[src/hdl/a85dec_pkg.sv]
// Shared types, codes, character constants and digit weights for the Ascii85 decoder.
package a85dec_pkg;

  // Decoder phase
  typedef enum logic [2:0] {
    PH_START_HDR  = 3'd0,
    PH_START      = 3'd1,
    PH_IN_GROUP   = 3'd2,
    PH_WANT_TILDE = 3'd3,
    PH_WANT_GT    = 3'd4,
    PH_ERROR      = 3'd5
  } phase_t;

  // Result status codes
  localparam logic [2:0] ST_OK         = 3'd0;
  localparam logic [2:0] ST_NO_TILDE   = 3'd1;
  localparam logic [2:0] ST_Z_INSIDE   = 3'd2;
  localparam logic [2:0] ST_Y_INSIDE   = 3'd3;
  localparam logic [2:0] ST_NO_GT      = 3'd4;
  localparam logic [2:0] ST_BAD_DIGIT  = 3'd5;
  localparam logic [2:0] ST_SHORT_ONE  = 3'd6;

  // Characters of interest
  localparam logic [7:0] CH_Z     = 8'h7A;
  localparam logic [7:0] CH_Y     = 8'h79;
  localparam logic [7:0] CH_TILDE = 8'h7E;
  localparam logic [7:0] CH_LT    = 8'h3C;
  localparam logic [7:0] CH_GT    = 8'h3E;
  localparam logic [7:0] CH_CR    = 8'h0D;
  localparam logic [7:0] CH_LF    = 8'h0A;
  localparam logic [7:0] CH_FIRST = 8'h21;
  localparam logic [7:0] CH_LAST  = 8'h75;

  localparam logic [31:0] SPACES4 = 32'h2020_2020;

  // One decoded result travelling from the core to the output register
  typedef struct packed {
    logic        hit;
    logic [31:0] data;
    logic [2:0]  count;
    logic [2:0]  status;
  } result_t;

  // Weight of the digit at a given place in a group (first digit weighs 85^4)
  function automatic logic [31:0] weight85(input logic [2:0] place);
    logic [31:0] w;
    unique case (place)
      3'd0:    w = 32'd52200625;
      3'd1:    w = 32'd614125;
      3'd2:    w = 32'd7225;
      3'd3:    w = 32'd85;
      3'd4:    w = 32'd1;
      default: w = 32'd0;
    endcase
    return w;
  endfunction

endpackage

[src/hdl/ascii85_stream_decoder.sv]
// Top level of the Ascii85 stream decoder: input register, decode core, result register.
//
//  channel | handshake          | payload
//  --------+--------------------+-------------------------------------
//  in      | in_valid, in_stall | character, end_of_input
//  out     | out_valid, out_stall | data_bytes, byte_count, status
//
// One character per cycle while the output is not stalled; each item passes from the
// input register to the result register; one that yields no result leaves no output.
// The single decode step (one constant multiply and an add) sets the rate.
// Reset clears the state to a group start with the header allowed; no clearing pass.
// A stall on the output holds both registers; the input stalls only while its
// register is full and cannot move on.
module ascii85_stream_decoder (
  input  logic        clk,
  input  logic        rst,
  input  logic        in_valid,
  output logic        in_stall,
  input  logic [7:0]  character,
  input  logic        end_of_input,
  output logic        out_valid,
  input  logic        out_stall,
  output logic [31:0] data_bytes,
  output logic [2:0]  byte_count,
  output logic [2:0]  status
);

  logic       s1_valid;
  logic [7:0] s1_char;
  logic       s1_eoi;
  logic       adv;
  a85dec_pkg::result_t res;

  // Pipeline moves when the result register is empty or being taken
  assign adv      = !out_valid || !out_stall;
  assign in_stall = s1_valid && !adv;

  // Input register
  always_ff @(posedge clk) begin
    if (rst) begin
      s1_valid <= 1'b0;
    end else if (!s1_valid || adv) begin
      s1_valid <= in_valid;
    end
  end

  always_ff @(posedge clk) begin
    if (!s1_valid || adv) begin
      s1_char <= character;
      s1_eoi  <= end_of_input;
    end
  end

  a85dec_core u_core (
    .clk  (clk),
    .rst  (rst),
    .step (s1_valid && adv),
    .ch   (s1_char),
    .eoi  (s1_eoi),
    .res  (res)
  );

  // Result register
  always_ff @(posedge clk) begin
    if (rst) begin
      out_valid <= 1'b0;
    end else if (adv) begin
      out_valid <= s1_valid && res.hit;
    end
  end

  always_ff @(posedge clk) begin
    if (adv) begin
      data_bytes <= res.data;
      byte_count <= res.count;
      status     <= res.status;
    end
  end

endmodule

[src/hdl/a85dec_core.sv]
// Decoder state and the per-character decode logic.
module a85dec_core (
  input  logic                 clk,
  input  logic                 rst,
  input  logic                 step,
  input  logic [7:0]           ch,
  input  logic                 eoi,
  output a85dec_pkg::result_t  res
);

  a85dec_pkg::phase_t phase, phase_next;
  logic [31:0] acc, acc_next;
  logic [2:0]  cnt, cnt_next;

  logic [2:0]  cnt_c;
  logic [6:0]  digit_val;
  logic [31:0] prod;
  logic [31:0] acc_add;
  logic [31:0] fl_sum;
  logic [31:0] fl_mask;
  logic        is_digit;

  // Digit datapath: value times place weight, added into the group sum
  assign cnt_c     = (cnt > 3'd4) ? 3'd4 : cnt;
  assign digit_val = 7'(ch - a85dec_pkg::CH_FIRST);
  assign prod      = 32'(digit_val) * a85dec_pkg::weight85(cnt_c);
  assign acc_add   = acc + prod;
  assign is_digit  = (ch >= a85dec_pkg::CH_FIRST) && (ch <= a85dec_pkg::CH_LAST);

  // Short-group flush: pad with the next power of 85, keep the leading bytes
  assign fl_sum = acc + a85dec_pkg::weight85(3'(cnt - 3'd1));
  always_comb begin
    unique case (cnt)
      3'd2:    fl_mask = 32'hFF00_0000;
      3'd3:    fl_mask = 32'hFFFF_0000;
      3'd4:    fl_mask = 32'hFFFF_FF00;
      default: fl_mask = 32'h0000_0000;
    endcase
  end

  // Next state and result
  always_comb begin
    phase_next = phase;
    acc_next   = acc;
    cnt_next   = cnt;
    res        = '0;
    if (step) begin
      if (eoi) begin
        if (phase == a85dec_pkg::PH_WANT_TILDE) begin
          res.hit    = 1'b1;
          res.status = a85dec_pkg::ST_NO_TILDE;
        end else if (phase == a85dec_pkg::PH_WANT_GT) begin
          res.hit    = 1'b1;
          res.status = a85dec_pkg::ST_NO_GT;
        end else if (phase == a85dec_pkg::PH_START_HDR || phase == a85dec_pkg::PH_START ||
                     phase == a85dec_pkg::PH_IN_GROUP) begin
          if (cnt == 3'd1) begin
            res.hit    = 1'b1;
            res.status = a85dec_pkg::ST_SHORT_ONE;
          end else if (cnt != 3'd0) begin
            res.hit   = 1'b1;
            res.data  = fl_sum & fl_mask;
            res.count = (cnt_c - 3'd1);
          end
        end
        // End of input always rearms the stream
        phase_next = a85dec_pkg::PH_START_HDR;
        acc_next   = '0;
        cnt_next   = '0;
      end else begin
        unique case (phase)
          a85dec_pkg::PH_WANT_TILDE: begin
            if (ch != a85dec_pkg::CH_TILDE) begin
              res.hit    = 1'b1;
              res.status = a85dec_pkg::ST_NO_TILDE;
              phase_next = a85dec_pkg::PH_ERROR;
              acc_next   = '0;
              cnt_next   = '0;
            end else begin
              phase_next = a85dec_pkg::PH_START;
            end
          end
          a85dec_pkg::PH_WANT_GT: begin
            acc_next = '0;
            cnt_next = '0;
            if (ch != a85dec_pkg::CH_GT) begin
              res.hit    = 1'b1;
              res.status = a85dec_pkg::ST_NO_GT;
              phase_next = a85dec_pkg::PH_ERROR;
            end else if (cnt == 3'd1) begin
              res.hit    = 1'b1;
              res.status = a85dec_pkg::ST_SHORT_ONE;
              phase_next = a85dec_pkg::PH_ERROR;
            end else begin
              phase_next = a85dec_pkg::PH_START;
              if (cnt != 3'd0) begin
                res.hit   = 1'b1;
                res.data  = fl_sum & fl_mask;
                res.count = (cnt_c - 3'd1);
              end
            end
          end
          a85dec_pkg::PH_START_HDR, a85dec_pkg::PH_START, a85dec_pkg::PH_IN_GROUP: begin
            priority if (cnt == 3'd0 && phase == a85dec_pkg::PH_START_HDR &&
                         ch == a85dec_pkg::CH_LT) begin
              phase_next = a85dec_pkg::PH_WANT_TILDE;
            end else if (cnt == 3'd0 &&
                         (ch == a85dec_pkg::CH_CR || ch == a85dec_pkg::CH_LF)) begin
              // line breaks between groups are skipped
            end else if (cnt == 3'd0 && ch == a85dec_pkg::CH_Z) begin
              res.hit    = 1'b1;
              res.count  = 3'd4;
              phase_next = a85dec_pkg::PH_START;
            end else if (cnt == 3'd0 && ch == a85dec_pkg::CH_Y) begin
              res.hit    = 1'b1;
              res.data   = a85dec_pkg::SPACES4;
              res.count  = 3'd4;
              phase_next = a85dec_pkg::PH_START;
            end else if (cnt != 3'd0 && ch == a85dec_pkg::CH_Z) begin
              res.hit    = 1'b1;
              res.status = a85dec_pkg::ST_Z_INSIDE;
              phase_next = a85dec_pkg::PH_ERROR;
              acc_next   = '0;
              cnt_next   = '0;
            end else if (cnt != 3'd0 && ch == a85dec_pkg::CH_Y) begin
              res.hit    = 1'b1;
              res.status = a85dec_pkg::ST_Y_INSIDE;
              phase_next = a85dec_pkg::PH_ERROR;
              acc_next   = '0;
              cnt_next   = '0;
            end else if (ch == a85dec_pkg::CH_TILDE) begin
              phase_next = a85dec_pkg::PH_WANT_GT;
            end else if (!is_digit) begin
              res.hit    = 1'b1;
              res.status = a85dec_pkg::ST_BAD_DIGIT;
              phase_next = a85dec_pkg::PH_ERROR;
              acc_next   = '0;
              cnt_next   = '0;
            end else if (cnt_c == 3'd4) begin
              // fifth digit completes the group
              res.hit    = 1'b1;
              res.data   = acc_add;
              res.count  = 3'd4;
              phase_next = a85dec_pkg::PH_START;
              acc_next   = '0;
              cnt_next   = '0;
            end else begin
              acc_next   = acc_add;
              cnt_next   = cnt_c + 3'd1;
              phase_next = a85dec_pkg::PH_IN_GROUP;
            end
          end
          default: begin
            // error: characters are dropped until end of input
          end
        endcase
      end
    end
  end

  // State registers
  always_ff @(posedge clk) begin
    if (rst) begin
      phase <= a85dec_pkg::PH_START_HDR;
      acc   <= '0;
      cnt   <= '0;
    end else begin
      phase <= phase_next;
      acc   <= acc_next;
      cnt   <= cnt_next;
    end
  end

endmodule

[config.mk]
export PLATFORM = sky130hd
export DESIGN_NAME = ascii85_stream_decoder
export DESIGN_NICKNAME = d
export VERILOG_FILES = /design/src/hdl/a85dec_pkg.sv /design/src/hdl/ascii85_stream_decoder.sv /design/src/hdl/a85dec_core.sv
export SDC_FILE = /design/constraint.sdc
export NUM_CORES = 1
export LEC_CHECK = 0
export CAP_MARGIN = 20
export CORE_ASPECT_RATIO = 0.75
export CORE_MARGIN = 2
export CORE_UTILIZATION = 50
export DETAILED_ROUTE_END_ITERATION = 10
export DONT_BUFFER_PORTS = 1
export GPL_ROUTABILITY_DRIVEN = 0
export RECOVER_POWER = 50
export SKIP_CTS_REPAIR_TIMING = 1
export SYNTH_ARGS = -nofsm -noshare
export SYNTH_HDL_FRONTEND = slang
export SYNTH_SLANG_ARGS = --single-unit
[constraint.sdc]
create_clock -name clk -period 8.47 [get_ports clk]
set_input_delay 1.694 -clock clk [delete_from_list [all_inputs] [get_ports clk]]
set_output_delay 1.694 -clock clk [all_outputs]
set_load 0.01 [all_outputs]
== Yosys cells after proc, flatten, opt, wreduce, memory -nomap -nowiden ==
Index checks and enable logic that the tools add are counted.
Widths: inputs -> output; s select.

* Bits in read-only memories: 0
* RAM bits: 0
* Output and inout bits: 40
* Logic and storage cells: 174
* Bits of input ports: 13
* Memories: 0
* Bits in latches: 0
* Register bits after elaboration: 87

* Mux-type cells: 93
* Multipliers: 1
* Div/mod/pow operators: 0
* Bitwise gates (word level): 1
* Reductions and logical operators: 29
* Magnitude comparators: 3
* Shift operators: 0
* Eq/ne operators: 31
* $add $sub $neg: 6

{| class="wikitable"
|+ Operators with widths
! operator !! count
|-
| $mux 36 || 14
|-
| $mux 32 || 12
|-
| $pmux 26 s5 || 2
|-
| $mux 35 || 7
|-
| $mux 39 || 6
|-
| $pmux 32 s3 || 2
|-
| $mux 3 || 34
|-
| $pmux 35 s2 || 1
|-
| $add 32x26->32 || 1
|-
| $add 32x32->32 || 1
|-
| $and 32x32->32 || 1
|-
| $mul 7x26->32 || 1
|-
| $pmux 3 s3 || 3
|-
| $eq 3x2->1 const B || 8
|-
| $eq 8x7->1 const B || 3
|-
| $eq 8x4->1 const B || 2
|-
| $ne 3x3->1 const B || 5
|-
| $eq 3x1->1 const B || 4
|-
| $eq 3x3->1 const B || 4
|-
| $logic_not 3->1 || 4
|-
| $logic_and 1x1->1 || 11
|-
| $mux 1 || 10
|-
| $eq 8x6->1 const B || 1
|-
| $ge 8x6->1 const B || 1
|-
| 18 further kinds || 26
|}

== Logic depth before layout (Yosys ltp) ==
* Depth in word-level cells: 30
* Mapped depth: 30

== By module ==
From an unflattened synthesis, not the netlist that was laid out.

* Cell total of the unflattened synthesis: 1168
* Area, all modules: 10383.7 um^2

{| class="wikitable"
|+ Modules (own cells, without submodules)
! module !! times used !! area each (um^2) !! cells each !! seq. area each (um^2)
|-
| a85dec_core || 1 || 8884.8 || 1111 || 760.7
|-
| ascii85_stream_decoder || 1 || 1498.9 || 57 || 1451.4
|}

== Worst setup path after synthesis ==
OpenSTA, ideal clock, no wires.

* Path type: reg2reg
* Start: reg u_core.cnt[1]
* End: reg data_bytes[18] (data pin)
* Buffers on the path: 1
* Setup slack: 1.418 ns
* Arrival time: 6.786 ns
* Period minus slack after synthesis: 7.052 ns
* Stages on the path, launching flop included: 29
* Cell sequence: dfxtp_1 clkbuf_1 nor2_1 inv_1 ha_1 nand2b_1 ha_1 o21a_1 a211oi_1 o31a_1 nor2_1 fa_1 inv_1 fa_1 inv_1 fa_1 inv_1 fa_1 inv_1 ha_1 o21a_1 o211ai_1 o21bai_1 a21boi_0 o41ai_1 o21ai_0 xor2_1 a22oi_1 nor2_1

* Longest elaborated chain between the ends: 28

{| class="wikitable"
|+ Ends and longest elaborated chain
! what !! line !! text
|-
| start: declaration || a85dec_core.sv:13 || <nowiki>logic [2:0] cnt, cnt_next;</nowiki>
|-
| start signal: assignment || a85dec_core.sv:170 || <nowiki>cnt <= cnt_next;</nowiki>
|-
| $gt 3x3->1 || a85dec_core.sv:24 || <nowiki>assign cnt_c = (cnt > 3'd4) ? 3'd4 : cnt;</nowiki>
|-
| $mux 3 || a85dec_core.sv:24 ||
|-
| $eq 3x3->1 (tied with other cells) || a85dec_pkg.sv:47, a85dec_core.sv:139 ||
|-
| $pmux 26 s5 || a85dec_pkg.sv:47 || <nowiki>unique case (place)</nowiki>
|-
| $mul 7x26->32 || a85dec_core.sv:26 || <nowiki>assign prod = 32'(digit_val) * a85dec_pkg::weight85(cnt_c);</nowiki>
|-
| $add 32x32->32 || a85dec_core.sv:27 || <nowiki>assign acc_add = acc + prod;</nowiki>
|-
| $mux 36 || a85dec_core.sv:139 || <nowiki>end else if (cnt_c == 3'd4) begin</nowiki>
|-
| $mux 36 || a85dec_core.sv:133 || <nowiki>end else if (!is_digit) begin</nowiki>
|-
| [... 12 more ...] || - ||
|-
| $mux 35 || a85dec_core.sv:125 || <nowiki>end else if (cnt != 3'd0 && ch == a85dec_pkg::CH_Y) begin</nowiki>
|-
| $mux 35 || a85dec_core.sv:119 || <nowiki>end else if (cnt != 3'd0 && ch == a85dec_pkg::CH_Z) begin</nowiki>
|-
| $mux 36 || a85dec_core.sv:114 || <nowiki>end else if (cnt == 3'd0 && ch == a85dec_pkg::CH_Y) begin</nowiki>
|-
| $mux 32 || a85dec_core.sv:110 || <nowiki>end else if (cnt == 3'd0 && ch == a85dec_pkg::CH_Z) begin</nowiki>
|-
| $mux 39 || a85dec_core.sv:107 || <nowiki>end else if (cnt == 3'd0 &&</nowiki>
|-
| $mux 39 || a85dec_core.sv:104 || <nowiki>priority if (cnt == 3'd0 && phase == a85dec_pkg::PH_START_HDR &&</nowiki>
|-
| $pmux 35 s2 || a85dec_core.sv:71 || <nowiki>unique case (phase)</nowiki>
|-
| $mux 39 (*) || a85dec_core.sv:48 || <nowiki>if (eoi) begin</nowiki>
|-
| end signal: assignment || ascii85_stream_decoder.sv:74 || <nowiki>data_bytes <= res.data;</nowiki>
|-
| end: declaration || ascii85_stream_decoder.sv:23 || <nowiki>output logic [31:0] data_bytes,</nowiki>
|}

Mark *: on every way between the ends. The rest lies on a longest branch, timed or not. The select of a mux whose other input is x is not followed.
A chain may end at the register's enable or synchronous reset.

== Worst setup path in the final report ==
Same ends and word-level chain as after synthesis.

==> impl_metrics.toml <==
[routing]
ant_nets = 0
route.detailed.drc = 0
dr.pass1.iters = 7
routed_wl_um = 26720
first_iter_violations = 832
wl_per_cell_um = 19.97
viasPerCell = 5.740
vias = 7680

[cells_and_area]
num_antenna_cells = 0
seqCellArea_mm2 = 0.002212
nFillCells = 1785
nets = 1309
drive_gt1_frac = 0.03871
layout-area-overhead-vs-synth_pct = 5.687
multi_input_area_mm2 = 0.006892

[floorplan]
die_y_um = 125.6
die-area_mm2 = 0.02086
rows = 44
coreArea_mm2 = 0.01932
die_w_um = 166.1
start_util = 0.5101
pin_count = 53

[hold_path]
hold_path.class = "flip-flop to flip-flop"

[power]
p_per_area_mw_per_mm2 = 222.5
pwr-share-comb = 0.620
pwr-share-seq = 0.212
p_int_uw = 1223
peakVddDrop_uv = 182.2
p_sw_frac = 0.4722
clkPwrFrac = 0.168
switching_power_uw = 1094
leakage_uw = 0.004953

[synthesis]
synth.distinct_cells = 69
yosysWarnings = 0
syn_inst = 1092
netlist_area_mm2 = 0.009857
synthArstFlopShare = 0
synthDominantCellAreaShare = 0.1970
ys_top_cells_by_count = "170 x inv_1, 134 x nor2_1, 119 x ha_1, 97 x fa_1, 58 x nand2_1"
synth_edf_count = 47
synth_nets = 1321
synth_top_area_cell = "fa_1"
ys_seq_area_frac = 0.2244
synth_seq_cells = 87
synth_area_per_cell_um2 = 9.027
synth_top_flop_cell = "edfxtp_1"
yosysMostFrequentCell = "inv_1"
synthTopCellsByArea = "fa_1 20%, ha_1 15%, edfxtp_1 14%"

[worst_setup_path]
cp.required_ps = 8570
worstPathMaxFanout = 11
start_kind = "flip-flop"
crit_buf_inv = 6
crit_arrival_ps = 7870
crit_top_cell = "inv_1"
critPathMaxStageDelay_ps = 560
worstSetupEndpointType = "flip-flop"
setup.worst_path.class = "flip-flop to flip-flop"
cpMaxStageDelayCell = "dfxtp_1"
critPathTopFamily = "compound AO/OA/AOI/OAI gates"

[clock_network]
clock_latency_ps = 350
numCtsBuffers = 9
clk_root_buffer_cell = "clkbuf_16"
htree_levels = 3
cts_max_path_buffers = 2
clkSlewWorstSetupHoldPaths_ps = 70
clock-sinks = 87
cts_tree = "done"

[timing]
slew_headroom = -0.1266
worst_pin_slew_ps = 1686
grt_setup_unrepaired = "no"
hold_viol_final = 0
setup_viol = 0
fin_crit_sh = 0.9169
slew_violations = 42
fin_setup_tns_ps = 0
period_minus_slack_ps = 7766
max_freq_mhz = 128.8
hold_ws_ps = 541.0
skew_ps = 10.65

[global_route]
grt_usage = 0.2638
antenna_found_initial = 0
grt_pass1_wl_um = 42590
gr-total-overflow = 0
grt_max_degree = 44
grt_pass1_vias = 7213

[status]
status = "finished with violations"
violations = "max-capacitance violations, max-slew violations"

[placement]
dp_hpwl_um = 21890
port_buffers = 0

[run]
maxCapViolCount = 1
placed cells by master (no fill, tap or decap), types with 8 or more instances in the layout:
cell type / instances
xnor2_1: 36
edfxtp_1: 47
nor3_1: 12
fa_1: 97
xor2_1: 17
inv_1: 170
o21a_1: 9
a22oi_1: 38
a211oi_1: 9
buf_4: 9
clkbuf_16: 9
nand4_1: 9
a31oi_1: 8
ha_1: 119
a21oi_1: 52
nand2b_1: 14
or3_1: 12
dfxtp_1: 40
and3_1: 10
nand3_1: 20
nor2_1: 134
o21ai_0: 32
nand2_1: 58
a21o_1: 14
o211ai_1: 8
power groups by stage:
stage / Sequential, µW / Clock, µW / Combinational (µW)
CTS: 490 / 391 / 1410
floorplan: 485 / 0 / 1040
global placement: 499 / 0 / 1400
finish: 491 / 389 / 1440
global route: 493 / 412 / 1610
detailed placement: 499 / 0 / 1400
state kept, by name, indices dropped and copies added, names as in the netlist:
| name | flops |
|---|---|
| data_bytes | 32 |
| s1_eoi | 1 |
| status | 3 |
| s1_char | 8 |
| s1_valid | 1 |
| byte_count | 3 |
| u_core.phase | 3 |
| out_valid | 1 |
| u_core.acc | 32 |
| u_core.cnt | 3 |
area by class of cell:
class,count,share of cell area
multi-input combinational,803,0.6615
sequential,87,0.2123
inverter,170,0.06125
tap,253,0.03039
clock buffer,10,0.02294
timing repair buffer,9,0.006486
clock inverter,6,0.005044
layer usage:
layer  track usage  share of wire
met5             0              0
met4       0.04757          0.011
met3       0.03577          0.083
met2        0.3412           0.37
met1        0.4549           0.53
per-stage QoR:
step	power, µW	util	instances	instance area [µm²]	setup WS (ps)
5_1_grt	2511	0.5391	1338	10420	96.81
2_1_floorplan	1521	-	1092	9857	1418
4_1_cts	2293	0.5386	1337	10410	467.4
6_report	2317	0.5391	1338	10420	703.9
3_5_place_dp	1902	0.5235	1321	10120	496.0
3_3_place_gp	1898	0.5235	1321	10120	876.8
worst register-to-register path, delay by kind of cell (launching register included):
kind            cells  cell delay, ps
buf+inv             6             400
fa+ha+maj           7            2770
xor+xnor            1             190
simple gates        4             610
compound gates     10            2970
flops               1             560
cells by family after synthesis:
| kind of cell | Yosys count | synth area share |
|---|---|---|
| and+or+nand+nor | 312 | 0.1499 |
| muxes | 6 | 0.006093 |
| DFF | 87 | 0.2244 |
| xor gates and xnor gates | 53 | 0.04709 |
| buffers and inverters | 202 | 0.07743 |
| adders and majority gates | 217 | 0.3491 |
| AOI/OAI and AO/OA | 215 | 0.1460 |
worst paths after layout:
check / slack (ps) / start / to / depth (start not counted)
worst min register to register: 540 / u_core.acc[16]$_SDFFE_PP0P_ / u_core.acc[16]$_SDFFE_PP0P_ / 2
worst min-delay path: 540 / u_core.acc[16]$_SDFFE_PP0P_ / u_core.acc[16]$_SDFFE_PP0P_ / 2
worst max register to register: 700 / u_core.cnt[1]$_SDFFE_PP0P_ / data_bytes[18]$_SDFFCE_PN0P_ / 28
worst max-delay path: 700 / u_core.cnt[1]$_SDFFE_PP0P_ / data_bytes[18]$_SDFFCE_PN0P_ / 28
Power figures use the tool's default switching activity.
